--- src/design/tep_pkg.sv ---
`timescale 1ns / 1ps
// ----------------------------------------------------------------------------
// tep_pkg
// Shared constants and request types for the Tait / wall pressure block.
// ----------------------------------------------------------------------------
package tep_pkg;

  localparam int FRAC_BITS = 16;
  localparam int MUL_W     = 64;
  localparam int PROD_W    = 2 * MUL_W;
  localparam int DIV_W     = 64 + FRAC_BITS;
  localparam int DVSR_W    = 48;
  localparam int DIV_CNT_W = $clog2(DIV_W + 1);
  localparam int RATIO_W   = 32 + FRAC_BITS;

  localparam logic [MUL_W-1:0] ONE = MUL_W'(1) << FRAC_BITS;

  typedef struct packed {
    logic             start;
    logic [MUL_W-1:0] a;
    logic [MUL_W-1:0] b;
  } mul_req_t;

  typedef struct packed {
    logic              start;
    logic [DIV_W-1:0]  dividend;
    logic [DVSR_W-1:0] divisor;
  } div_req_t;

endpackage

--- src/design/tep_mul.sv ---
`timescale 1ns / 1ps
// ----------------------------------------------------------------------------
// tep_mul
// Saturating (a*b) >> FRAC_BITS on 64-bit magnitudes, one 32x32 partial
// product per cycle.
// ----------------------------------------------------------------------------
module tep_mul import tep_pkg::*; (
  input  logic             clk,
  input  logic             rst,
  input  mul_req_t         req,
  output logic             done,
  output logic [MUL_W-1:0] res
);

  logic              busy;
  logic [2:0]        step;
  logic [MUL_W-1:0]  a_r;
  logic [MUL_W-1:0]  b_r;
  logic [MUL_W-1:0]  pp;
  logic [MUL_W-1:0]  prod;
  logic [PROD_W-1:0] acc;
  logic [PROD_W-1:0] pp_al;
  logic [31:0]       opa;
  logic [31:0]       opb;
  logic              sat;

  always_comb begin
    case (step)
      3'd0: begin
        opa = a_r[31:0];
        opb = b_r[31:0];
      end
      3'd1: begin
        opa = a_r[31:0];
        opb = b_r[63:32];
      end
      3'd2: begin
        opa = a_r[63:32];
        opb = b_r[31:0];
      end
      default: begin
        opa = a_r[63:32];
        opb = b_r[63:32];
      end
    endcase
  end

  assign prod = {32'd0, opa} * {32'd0, opb};

  // placement of the product taken in the previous step
  always_comb begin
    case (step)
      3'd1:    pp_al = {64'd0, pp};
      3'd2:    pp_al = {32'd0, pp, 32'd0};
      3'd3:    pp_al = {32'd0, pp, 32'd0};
      3'd4:    pp_al = {pp, 64'd0};
      default: pp_al = '0;
    endcase
  end

  always_ff @(posedge clk) begin
    if (rst) begin
      busy <= 1'b0;
      step <= 3'd0;
    end else if (req.start) begin
      busy <= 1'b1;
      step <= 3'd0;
      a_r  <= req.a;
      b_r  <= req.b;
      acc  <= '0;
    end else if (busy) begin
      if (step < 3'd4) pp <= prod;
      acc  <= acc + pp_al;
      step <= step + 3'd1;
      if (step == 3'd5) busy <= 1'b0;
    end
  end

  assign done = busy && (step == 3'd5);
  assign sat  = |acc[PROD_W-1:MUL_W+FRAC_BITS];
  assign res  = sat ? '1 : acc[MUL_W+FRAC_BITS-1:FRAC_BITS];

endmodule

--- config.mk ---
export PLATFORM = sky130hd
export DESIGN_NAME = tep_mul
export DESIGN_NICKNAME = d
export VERILOG_FILES = /design/src/design/tep_pkg.sv /design/src/design/tep_mul.sv
export SDC_FILE = /design/constraint.sdc
export NUM_CORES = 2
export LEC_CHECK = 0
export BUFFER_PORTS_ARGS = -buffer_cell sky130_fd_sc_hd__clkbuf_2
export CORE_UTILIZATION = 55
export CTS_CLUSTER_SIZE = 12
export DETAILED_ROUTE_END_ITERATION = 16
export HOLD_SLACK_MARGIN = 0.15
export PLACE_DENSITY = 0.84
export SETUP_SLACK_MARGIN = 0.15
export SYNTH_ARGS = -nofsm -noshare
export SYNTH_HDL_FRONTEND = slang
export SYNTH_SLANG_ARGS = --single-unit
export TNS_END_PERCENT = 5
--- constraint.sdc ---
create_clock -name clk -period 23 [get_ports clk]
set_clock_uncertainty 0.05 [all_clocks]
set_input_delay 2.3 -clock clk [delete_from_list [all_inputs] [get_ports clk]]
set_output_delay 2.3 -clock clk [all_outputs]
set_load 0.05 [all_outputs]
Word-level counts from Yosys, hierarchy flattened
Cells that the tools add are included.
{ "word_totals": {"romBits": 0, "mem_bits_rw": 0, "out_inout_bits": 65, "latch_bits": 0, "word_cells": 36, "reg_bits": 324, "mem_count": 0, "inputBits": 131} }
{ "op_classes": {"order_cmp": 1, "add_sub_neg": 2, "reduce_logical": 11, "mux": 8, "eq_ne": 5, "n_div": 0, "n_mul": 1, "shift": 0, "bitwise_logic": 2} }
{ "ops": {"columns": ["operator", "count"], "rows": [
  ["one-hot mux 128 bit (3 select lines)", 1],
  ["adder 128 bit", 1],
  ["two-way mux 128 bit", 1],
  ["multiplier 32 x 32 -> 64 bit", 1],
  ["two-way mux 32 bit", 2],
  ["two-way mux 64 bit", 1],
  ["OR reduction 48 bit", 1],
  ["OR reduction 2 bit", 4],
  ["== test 3 x 2 -> 1 bit, second input constant", 2],
  ["== test 3 bit, second input constant", 2],
  ["AND reduction 2 bit", 2],
  ["AND reduction 4 bit", 1],
  ["adder 3 x 1 -> 3 bit, second input constant", 1],
  ["== test 3 x 1 -> 1 bit, second input constant", 1],
  ["logical NOT 3 bit", 1],
  ["< comparator 3 bit, second input constant", 1],
  ["two-way mux 1 bit", 3],
  ["inverter 1 bit", 2],
  ["nonzero test 2 bit", 1],
  ["logical AND 1 bit", 1]
]} }

Longest topological paths before layout
{ "depth": {"depth_word": 5, "depth_mapped": 37, "depth_no_buf": 33} }

Worst setup path after synthesis
No wires, ideal clock.
{ "synth_path": {"kind": "input -> register", "from": "input req[128] (netlist name)", "to": "register pp[0], enable pin", "path_buffers": 3, "stages": 4, "t_required_ps": 22280, "setup_slack_ps": 12877, "t_arrival_ps": 9403, "setup_ps": 670, "path_cell_list": "clkbuf_1 buf_2 buf_4 nor4b_1"} }
{ "synth_via": {"elab_chain_cells": 2} }
{ "synth_lines": {"columns": ["item", "line_no", "source"], "rows": [
  ["start, declared", "tep_mul.sv:10", "input mul_req_t req,"],
  ["inverter 1 bit (no line)", null, null],
  ["AND reduction 4 bit (no line)", null, null],
  ["end signal, assigned", "tep_mul.sv:72", "if (step < 3'd4) pp <= prod;"],
  ["end, declared", "tep_mul.sv:19", "logic [MUL_W-1:0] pp;"]
]} }
Every way passes these cells.
A chain may end at the register's enable or synchronous reset.

Final worst setup path
{ "layout_path": {"from": "register step[1]", "to": "register pp[62] (data pin)"} }
{ "layout_via": {"elab_chain_cells": 4, "elab_cells_between_ends": 8, "cone_classes": "mul: 1; eq/ne: 2; mux: 2; reduce/logical: 3"} }
{ "layout_lines": {"columns": ["item", "line_no", "source"], "rows": [
  ["start, declared", "tep_mul.sv:16", "logic [2:0] step;"],
  ["start signal, assigned", "tep_mul.sv:74", "step <= step + 3'd1;"],
  ["== test 3 x 1 -> 1 bit (tied with other cells)", "tep_mul.sv:28", "case (step)"],
  ["OR reduction 2 bit (no line)", null, null],
  ["two-way mux 32 bit", "tep_mul.sv:28", null],
  ["multiplier 32 x 32 -> 64 bit *", "tep_mul.sv:48", "assign prod = {32'd0, opa} * {32'd0, opb};"],
  ["net prod[62]", "tep_mul.sv:20", "logic [MUL_W-1:0] prod;"]
]} }
The timed path passes the listed nets; every way through them passes the cells marked *.

==> impl_results.md <==
* Outcome: finished clean
* Num CTS Buffers at 38
* Post-Route WL at around 180000 um
* CP dominant cell by count: fa_1
* Share of cells above drive strength 1 at 0.08428
* Post-DRT Antenna Nets at 0
* Min-delay worst type: reg2reg
* Final Wtd Congestion at approximately 1.1
* Layout Utilization at 0.5911
* Final setup viols at 0
* Die height at 314.2 um
* Post-synth EDFFs at between 300 and 400
* CTS tree: yes
* # DRC at 0
* Fin crit share at 0.4763
* CP Buf/Inv Count at 6
* Root Driver: clkbuf_16
* Critical path data required time at ~23 ns
* Via count at around 44000
* Length in cells of the worst reg-to-reg path at 30
* Worst path arrival time at between 10 and 15 ns
* Gr usage total at 0.3680
* Drt first pass iters at 9
* Dpl hpwl at 137300 um
* Area growth syn-to-layout at 6.461%
* Post-CTS Resized at 0
* Mapped cell area at between 0.05 and 0.06 sq mm
* Hold path depth at 2
* Top Ports at a little under 200
* FMAX at between 0.09 and 0.1 GHz
* First-pass GRT wire length at 269500 um
* Worst-Margin Slew at 1.323 ns
* Initial Util at 0.5553
* H-Tree Depth at 2
* CP delay by family, top: adder cells
* Num rows at between 100 and 150
* Clock sinks at 324
* Vias per cell at 6.210
* Post-synth top flop: edfxtp_1
* Die area at ~0.1 sq mm
* Max stage delay cell, worst path: mux2i_4
* Fin. max-slew vios at 0
* FF-to-FF setup slack at around 12 ns
* Setup CP Type: reg2reg
* Fill count at 8053
* Yosys top cell area share at 0.3349
* Hold Crit Start: step[0]
* Final instance area at ~0.057 sq mm
* CP max FO at 60
* Yosys cell types at 93
* Hold slack at between 0.5 and 0.6 ns
* Minimum clock period at between 10 and 15 ns
* Antenna violations before repair at 4
* Largest net degree at the start of global routing at 85
* Post-synth ARST share at 0
* Yosys Warn Count at 0
* Wire per inst at about 25 um
* Synth Net Count at 7261
* Max_slew headroom at 0.09264
* Core Region at 0.09657 sq mm
* Crit Reg-Reg Endpoint: pp[62]
* Final Hold Viols at 0
* Seq/Total Area, Yosys at 0.1807
* Worst Setup End Kind: register
* CP max stage delay at just under 1 ns
* Largest area contributor in the netlist: fa_1
* Gate Count Post-Synth at about 6000
* Clock latency on the worst-skew pair at 0.65 ns
* Placed Area at about 0.056 sq mm
* Hold endpoint: step[0]
* Hold_buf cts at 0
* Critical R2R Launch: step[1]
* Mean Syn Cell Area at about 9.2 sq um
* Number of global-route vias before repair at 45880
* Die X at between 300 and 400 um
* Final TNS setup at 0 ns
* Port Buffers at 195
* Max Cap Violations at 0
* Setup Buffers After CTS at 0
* Area contributors post-synth: fa_1 (33%), edfxtp_1 (18%), ha_1 (9.2%)
* Clk pin slew, worst setup/hold paths at approximately 0.060 ns
* Startpoint types: register
* 1st-iter DRT viols at 5179
* RSZ-0062 raised after global routing: no
* Nets@finish at ~7300
* Clock Path Buffers at 3
* GRT Residual Overflow at 0
* Register bit total from synthesis at approximately 320
==> metrics by stage <==
stage / setup slack, ns / instances
6_report: 12.04 / 7163
5_1_grt: 11.58 / 7162
4_1_cts: 12.27 / 7161
3_5_place_dp: 12.28 / 7094
3_3_place_gp: 12.67 / 7094
2_1_floorplan: 12.88 / 5839
==> worst max path at each step <==
stage	start	endpoint	slack (ns)	cells after the start
floorplan	req[128]	pp[0]	12.88	4
global placement	step[1]	pp[62]	12.67	30
detailed placement	step[1]	pp[62]	12.28	30
CTS	step[1]	pp[62]	12.27	30
global route	step[1]	pp[62]	11.58	30
finish	step[1]	pp[62]	12.04	30
==> cell type report <==
type	instances	area [sq um]	share of cell area
sequential	324	9689	0.1697
clock buffer	47	994.7	0.01743
inverter	928	3483	0.06102
antenna	2	5.005	0.00008768
tap	1276	1597	0.02797
multi-input combinational	4299	39570	0.6932
timing repair buffer	267	1519	0.02661
clock inverter	20	227.7	0.003989
==> worst min-delay path: cells and delay by family, from the launching register on <==
kind,cells,cell delay (ns)
XOR/XNOR,1,0.16
flip-flops,1,0.35
AND/OR/NAND/NOR,1,0.05
==> cells in the mapped netlist (all sizes together) (5+ instances only) <==
cell type,instances
a211oi,16
a21boi,11
a21o,83
a21oi,276
a221o,6
a221oi,11
a22o,65
a31oi,19
and2,49
and3,45
buf,41
clkbuf,247
edfxtp,320
fa,897
ha,394
inv,928
mux2,74
mux2i,63
nand2,624
nand2b,87
nand3,31
nand4,79
nor2,853
nor2b,28
nor3,41
nor4,27
o211ai,13
o21a,22
o21ai,155
o21bai,57
o31ai,17
or2,9
or3,5
xnor2,106
xor2,68
==> state kept, by name (all words and copies together) (netlist names) <==
| name | flops |
|---|---|
| a_r | 64 |
| step | 3 |
| pp | 64 |
| acc | 128 |
| busy | 1 |
| b_r | 64 |
==> cell usage in the layout, fill, tap and decap left out, drive strengths merged, types with 87 or more instances in the layout <==
cell / instances
inv: 928
edfxtp: 320
fa: 897
o21ai: 155
xnor2: 106
nand2: 624
clkbuf: 241
ha: 394
a21oi: 276
nor2: 853
nand2b: 87
==> logic make-up (layout without fill, tap and decap cells) <==
| logic type | after synthesis | after routing | synth area share |
|---|---|---|---|
| other | 0 | 2 | 0 |
| flip-flops | 324 | 324 | 0.1807 |
| AO/OA/AOI/OAI | 799 | 799 | 0.09738 |
| multiplexers | 137 | 137 | 0.02730 |
| adder cells (fa/ha/maj) | 1291 | 1291 | 0.4268 |
| XOR/XNOR | 174 | 174 | 0.02842 |
| AND/OR/NAND/NOR | 1898 | 1898 | 0.1530 |
| buffers and inverters | 1216 | 1262 | 0.08636 |
==> layer usage <==
metal,GRT usage,routed length (um),vias up,share of wire
met3,0.1359,26450,901,0.15
met5,0,107,-,0.00060
li1,-,-,18750,-
met4,0.2467,15840,10,0.088
met1,0.4418,61260,21480,0.34
met2,0.5539,76160,3335,0.42
Power is not shown: default switching activity piles up to over one toggle a cycle in this logic, so the estimate is an artifact.
