$ cat src/design/tep_pkg.sv
`timescale 1ns / 1ps
// ----------------------------------------------------------------------------
// tep_pkg
// Shared constants and request types for the Tait / wall pressure block.
// ----------------------------------------------------------------------------
package tep_pkg;

  localparam int FRAC_BITS = 16;
  localparam int MUL_W     = 64;
  localparam int PROD_W    = 2 * MUL_W;
  localparam int DIV_W     = 64 + FRAC_BITS;
  localparam int DVSR_W    = 48;
  localparam int DIV_CNT_W = $clog2(DIV_W + 1);
  localparam int RATIO_W   = 32 + FRAC_BITS;

  localparam logic [MUL_W-1:0] ONE = MUL_W'(1) << FRAC_BITS;

  typedef struct packed {
    logic             start;
    logic [MUL_W-1:0] a;
    logic [MUL_W-1:0] b;
  } mul_req_t;

  typedef struct packed {
    logic              start;
    logic [DIV_W-1:0]  dividend;
    logic [DVSR_W-1:0] divisor;
  } div_req_t;

endpackage

$ cat src/design/tep_div.sv
`timescale 1ns / 1ps
// ----------------------------------------------------------------------------
// tep_div
// Restoring unsigned divider, one quotient bit per cycle.
// ----------------------------------------------------------------------------
module tep_div import tep_pkg::*; (
  input  logic             clk,
  input  logic             rst,
  input  div_req_t         req,
  output logic             done,
  output logic [DIV_W-1:0] quot
);

  logic                 busy;
  logic [DIV_CNT_W-1:0] cnt;
  logic [DIV_W-1:0]     q;
  logic [DVSR_W-1:0]    rem;
  logic [DVSR_W-1:0]    d;
  logic [DVSR_W:0]      rem_t;
  logic [DVSR_W:0]      diff;
  logic                 ge;

  assign rem_t = {rem, q[DIV_W-1]};
  assign ge    = rem_t >= {1'b0, d};
  assign diff  = rem_t - {1'b0, d};

  always_ff @(posedge clk) begin
    if (rst) begin
      busy <= 1'b0;
      cnt  <= '0;
    end else if (req.start) begin
      busy <= 1'b1;
      cnt  <= '0;
      q    <= req.dividend;
      d    <= req.divisor;
      rem  <= '0;
    end else if (busy) begin
      if (cnt == DIV_CNT_W'(DIV_W)) begin
        busy <= 1'b0;
      end else begin
        rem <= ge ? diff[DVSR_W-1:0] : rem_t[DVSR_W-1:0];
        q   <= {q[DIV_W-2:0], ge};
        cnt <= cnt + 1'b1;
      end
    end
  end

  assign done = busy && (cnt == DIV_CNT_W'(DIV_W));
  assign quot = q;

endmodule

$ cat config.mk
export PLATFORM = sky130hd
export DESIGN_NAME = tep_div
export DESIGN_NICKNAME = d
export VERILOG_FILES = /design/src/design/tep_pkg.sv /design/src/design/tep_div.sv
export SDC_FILE = /design/constraint.sdc
export NUM_CORES = 1
export LEC_CHECK = 0
export ABC_AREA = 1
export BUFFER_PORTS_ARGS = -buffer_cell sky130_fd_sc_hd__buf_2
export CAP_MARGIN = 40
export CORE_MARGIN = 3
export CORE_UTILIZATION = 55
export DETAILED_ROUTE_END_ITERATION = 16
export PLACE_DENSITY = 0.85
export SYNTH_ARGS = -nofsm -noshare
export SYNTH_HDL_FRONTEND = slang
export SYNTH_SLANG_ARGS = --single-unit
$ cat constraint.sdc
create_clock -name clk -period 24.5 [get_ports clk]
set_input_delay 0 -clock clk [delete_from_list [all_inputs] [get_ports clk]]
set_output_delay 0 -clock clk [all_outputs]
set_load 0.02 [all_outputs]
## Yosys cells after proc, flatten, opt, wreduce, memory -nomap -nowiden

Index checks and enable logic that the tools add are counted.

| cells by class | value |
|---|---|
| $add $sub $neg | 2 |
| multipliers | 0 |
| divide/modulo/power cells | 0 |
| magnitude comparators | 1 |
| equal/unequal tests | 2 |
| shifts and indexed selects | 0 |
| mux-type cells | 9 |
| bitwise operators | 2 |
| reductions and logical operators | 6 |

Operators by type and width:

| cell | number |
|---|---|
| 80-bit two-way mux | 3 |
| 48-bit two-way mux | 3 |
| 49-bit by 48-bit >= comparator with 1-bit output | 1 |
| 48-bit subtractor | 1 |
| 7-bit by 1-bit adder with 7-bit output, second input constant | 1 |
| 7-bit equality test, second input constant | 1 |
| 2-bit AND reduction | 2 |
| 1-bit two-way mux | 3 |
| 3-bit AND reduction | 1 |
| 2-bit != test, second input constant | 1 |
| 1-bit inverter | 2 |
| 2-bit nonzero test | 1 |
| 2-bit OR reduction | 1 |
| 1-bit logical AND | 1 |

| storage, ports and cells | value |
|---|---|
| flip-flop bits (word level) | 184 |
| latch bits | 0 |
| RAM bits | 0 |
| ROM bits | 0 |
| input port bits | 131 |
| word-level logic and storage cells | 27 |
| memories kept | 0 |

## Logic depth before layout (Yosys ltp)

| logic depth | value |
|---|---|
| depth after elaboration | 4 |
| gate-level depth with buffers | 17 |
| mapped depth without buffers | 17 |

## Least setup slack after synthesis

No wires, ideal clock.

| timing | value |
|---|---|
| path type | register -> register |
| start point | register cnt[0] |
| end point | register q[0] (netlist: quot[0]), enable pin |
| setup time | 0.659 ns |
| data arrival time | 7.205 ns |
| setup slack | 16.636 ns |
| cell stages (with the launch flop) | 8 |
| path buffers | 0 |
| period minus slack after synthesis | 7.864 ns |
| path through | dfxtp_1 > inv_1 > ha_1 > nand3_1 > nor2_1 > nor2_1 > inv_1 > a21oi_1 |

| on the way | value |
|---|---|
| longest elaborated chain between the ends | 3 |

Ends and longest elaborated chain:

| what | RTL line | source |
|---|---|---|
| from (decl) | tep_div.sv:15 | `logic [DIV_CNT_W-1:0] cnt;` |
| from (signal assigned) | tep_div.sv:43 | `cnt <= cnt + 1'b1;` |
| 7-bit equality test | tep_div.sv:38 | `if (cnt == DIV_CNT_W'(DIV_W)) begin` |
| 2-bit != test (no line) | - |  |
| 3-bit AND reduction (no line) | - |  |
| to (signal assigned) | tep_div.sv:34 | `q <= req.dividend;` |
| to (signal assigned) | tep_div.sv:42 | `q <= {q[DIV_W-2:0], ge};` |
| to (decl) | tep_div.sv:16 | `logic [DIV_W-1:0] q;` |

No other way between the ends.
A chain may end at the register's enable or synchronous reset.

## Final worst setup path

| timing | value |
|---|---|
| start point | register rem[17] |
| end point | register rem[38], data pin |

| on the way | value |
|---|---|
| longest elaborated chain between the ends | 4 |
| elaborated cells on any way between the ends | 5 |
| those cells by class | 1 x add/sub; 1 x order compare; 3 x mux |

Ends and longest elaborated chain:

| what | RTL line | source |
|---|---|---|
| from (decl) | tep_div.sv:17 | `logic [DVSR_W-1:0] rem;` |
| from (signal assigned) | tep_div.sv:41 | `rem <= ge ? diff[DVSR_W-1:0] : rem_t[DVSR_W-1:0];` |
| 48-bit subtractor or 49-bit by 48-bit >= comparator with 1-bit output (tied branches) | tep_div.sv:25, tep_div.sv:24 |  |
| 48-bit two-way mux (*) | tep_div.sv:41 |  |
| 48-bit two-way mux (*) | tep_div.sv:38 |  |
| 48-bit two-way mux (*) | tep_div.sv:37 | `end else if (busy) begin` |

Mark *: on every way between the ends. The rest lies on a longest branch, timed or not. The select of a mux whose other input is x is not followed.

==> impl_summary.md <==
Run status
The run finished with clean final reports.

Synthesis
The post-synth design cell area is around 12,000 sq um. After synthesis, the mean cell area works out to just over 7 sq um. Synthesis produced a netlist whose cell count is between 1,500 and 2,000.

Synthesis produced a netlist with a net count of roughly 1,900. The distinct cell type count after synthesis is 37. The Yosys warning count is 0.

For this run, the register share of the synthesized area comes to 0.449. The number of storage elements in the synthesis netlist is roughly 180.

Timing
The count of endpoints failing hold in the final timing report is 0. The final critical-path share of the clock period is 0.147. Setup violations remaining at the end of the flow were counted as 0. The final setup TNS is 0 ns.

The worst slew margin relative to its limit is 0.405. The upper clock frequency limit is about 280 MHz. The worst clock skew on the final layout is 0.0287 ns. The transition time of the tightest slew-check pin is 0.893 ns. Setup repair after global routing left no endpoint under its margin. Setup slack on the critical path of the routed design comes to ~21 ns. The clock period could shrink to 3.60 ns. The number of slew-limit violations in the final report is 0.

Critical path
The maximum fanout along the worst path is 31. The critical path required time is ~25 ns. The startpoint type of the worst setup path is a register. The type of the worst setup path is reg2reg.

The critical path data arrival time is between 3 and 4 ns. STA classifies the critical path endpoint as a register.

Cells and area
The register cell area after layout is approximately 5400 sq um. The net total in the final layout is between 2,000 and 2,500. The area growth from synthesis to layout is 26.6%. Of the cells placed in the final design, the portion with a size suffix greater than 1 is 0.145. The final design utilization is 0.719. After filler insertion, the fill cell instance count of the layout stands at between 1,500 and 2,000.

The finished layout holds 2,306 standard cells, fillers aside. The final design area excluding fillers is ~15,000 sq um. The multi-input combinational cells in the finished layout cover a total of roughly 5400 sq um.

Global route
The initial antenna violation count is 6. For this run, the total global-route usage over all layers was measured as 0.340. The first global-routing pass estimated approximately 64,000 microns of wire. The total congestion overflow after global routing is 0.

Entering global routing, the biggest net connects 84 pins. The via count of the first global-routing pass is roughly 12,000.

Floorplanning
The floorplan has 53 rows. The area of the placeable core is ~21,000 sq um. The die outline area is about 24,000 sq um. The die height is roughly 150 microns.

The I/O pin total is 212. The initial core utilization is 0.568. The floorplan step set the die width to around 150 microns.

Clock network
The CTS clock-pin slew for the worst setup and hold paths is roughly 0.080 ns. The number of buffers between clock root and the deepest sink is 2. Buffers added to address setup during post-CTS repair amount to 0. For this design, the sink count on the clock tree is 184. TritonCTS built the clock tree. The later-pin clock latency in the skew report is ~0.46 ns.

The cell sitting at the root of the clock tree is a sky130_fd_sc_hd__clkbuf_16. The H-tree generated during clock tree synthesis spans 4 levels. The total clock buffers created by CTS is 17.

Detailed routing
The final layout contains routed wiring with a total length of just over 40,000 microns. For this run, design rule violations remaining after detail routing come to 0. In the final routed layout, each cell accounts on average for between 15 and 20 microns. The routed layout has 12,285 vias.

In this run, the number of DRC markers left after iteration 0 of detailed routing was ~1,200. The average vias per placed instance is roughly 5.3. The first-pass iteration count of the detailed router is 5. The post-detailed-route count of antenna-violating nets is 0.

Power
The analysis attributes to cell leakage a power of roughly 8.1 nW. The maximum resistive drop on vdd is 0.0475 mV. Power spread over the standard cell area amounts to 64.2 nW/um^2.

Place
At the end of routability-driven placement, the weighted congestion stood at around 1.0. Once placement finished, the instance area stood at roughly 13,000 sq um. The wire-length estimate of the detail-placed layout is 26,700 microns. The number of placed instances with taps included is between 2,000 and 2,500. Before CTS, the worst setup slack after placement is ~21 ns. The count of buffers from port buffering is around 210.

Min path
In this run the worst hold path is classified as in2reg.

Flow run
Max-cap violations in this run came to 0.
-- worst paths after layout --
path,startpoint,endpoint,slack [ns],cells past startpoint
worst max register to register,rem[17],rem[38],20.90,15
worst max-delay path,rem[17],rem[38],20.90,15
worst min-delay path,req[18],d[18],0.27,2
worst min register to register,cnt[1],cnt[1],0.50,2
-- synth_stat cells (all sizes together) --
cell type,count,area [sq um]
xor2,23,201
or2,1,6.26
fa,1,20.0
and2,1,6.26
nand2,748,2840
ha,50,626
nor4,3,18.8
o21bai,3,22.5
nor3,5,25.0
and3,1,6.26
nor2,155,647
clkbuf,23,86.3
a21o,1,7.51
edfxtp,176,5290
inv,310,1170
dfxtp,8,160
buf,12,91.3
xnor2,1,8.76
nand4,10,62.6
nor3b,1,7.51
clkinv,1,3.75
o21ai,3,15.0
a21oi,38,198
nand3b,32,253
nand3,74,375
-- power breakdown --
part | switching (mW) | internal (mW) | total [mW] | leakage, nW
registers | 0.0136 | 0.378 | 0.392 | 1.76
logic | 0.198 | 0.105 | 0.303 | 6.08
clock network | 0.143 | 0.149 | 0.291 | 0.288
total | 0.354 | 0.632 | 0.986 | 8.13
-- worst max-delay path: stages (launching register included) --
cell                       delay [ns]
sky130_fd_sc_hd__edfxtp_1        0.44
sky130_fd_sc_hd__ha_1            0.41
sky130_fd_sc_hd__nand2_1         0.16
sky130_fd_sc_hd__inv_1           0.07
sky130_fd_sc_hd__nand2_1         0.08
sky130_fd_sc_hd__nor2_1          0.06
sky130_fd_sc_hd__nand2_1         0.06
sky130_fd_sc_hd__nor2_1          0.05
sky130_fd_sc_hd__nand2_1         0.07
sky130_fd_sc_hd__nand3_1         0.11
sky130_fd_sc_hd__nor2_4          0.70
sky130_fd_sc_hd__nand2_4         0.48
sky130_fd_sc_hd__nand2_2         0.44
sky130_fd_sc_hd__nand2_1         0.11
sky130_fd_sc_hd__nand2_1         0.08
sky130_fd_sc_hd__inv_1           0.04
-- cells by family (layout without fill, tap and decap cells) --
kind of cell             count (synthesis)  after routing  synth area share
AND/OR/NAND/NOR                       1031           1031             0.350
buffers and inverters                  346            689             0.111
flip-flops                             184            184             0.449
adder cells (fa/ha/maj)                 51             51            0.0532
AO/OA/AOI/OAI                           45             45            0.0200
XOR/XNOR                                24             24            0.0173
other                                    0              7                 0
-- layout by cell type, fill, tap and decap left out, drive strengths merged, types with 2 or more instances in the layout --
cell type    netlist  final
a21oi             38     38
buf               12    217
clkbuf            23     19
clkinv             1      7
clkinvlp           0      2
dfxtp              8      8
diode              0      7
dlygate4sd3        0    129
edfxtp           176    176
ha                50     50
inv              310    314
nand2            748    748
nand3             74     74
nand3b            32     32
nand4             10     10
nor2             155    155
nor3               5      5
nor4               3      3
o21ai              3      3
o21bai             3      3
xor2              23     23
-- metrics by stage --
step	power [mW]	hold slack, ns
after floorplan	0.596	0.0691
after global placement	0.664	0.176
after detailed placement	0.671	0.179
after CTS	0.972	0.253
after global routing	1.03	0.273
final	0.986	0.274
-- routing by layer --
metal | global-route usage | part of all wire
met1 | 0.428 | 0.38
met2 | 0.558 | 0.46
met3 | 0.0848 | 0.10
met4 | 0.149 | 0.049
met5 | 0 | 0
-- sequential cells by signal, summed over array words and instances, names as in the netlist --
signal	count
cnt	7
busy	1
rem	48
quot	80
d	48
-- layout make-up --
type | count | share of cell area
Sequential cell | 184 | 0.355
Multi-Input combinational cell | 1151 | 0.349
Timing Repair Buffer | 346 | 0.157
Inverter | 311 | 0.0763
Clock buffer | 19 | 0.0288
Tap cell | 275 | 0.0224
Clock inverter | 13 | 0.0106
Antenna cell | 7 | 0.00114
-- timing repair --
action | 4_1_cts | 5_1_grt
hold buffers | 129 | 0
gates resized for setup | 0 | 0
hold endpoints to repair | 130 | 0
Note: power is estimated with default switching activity, not from simulation.
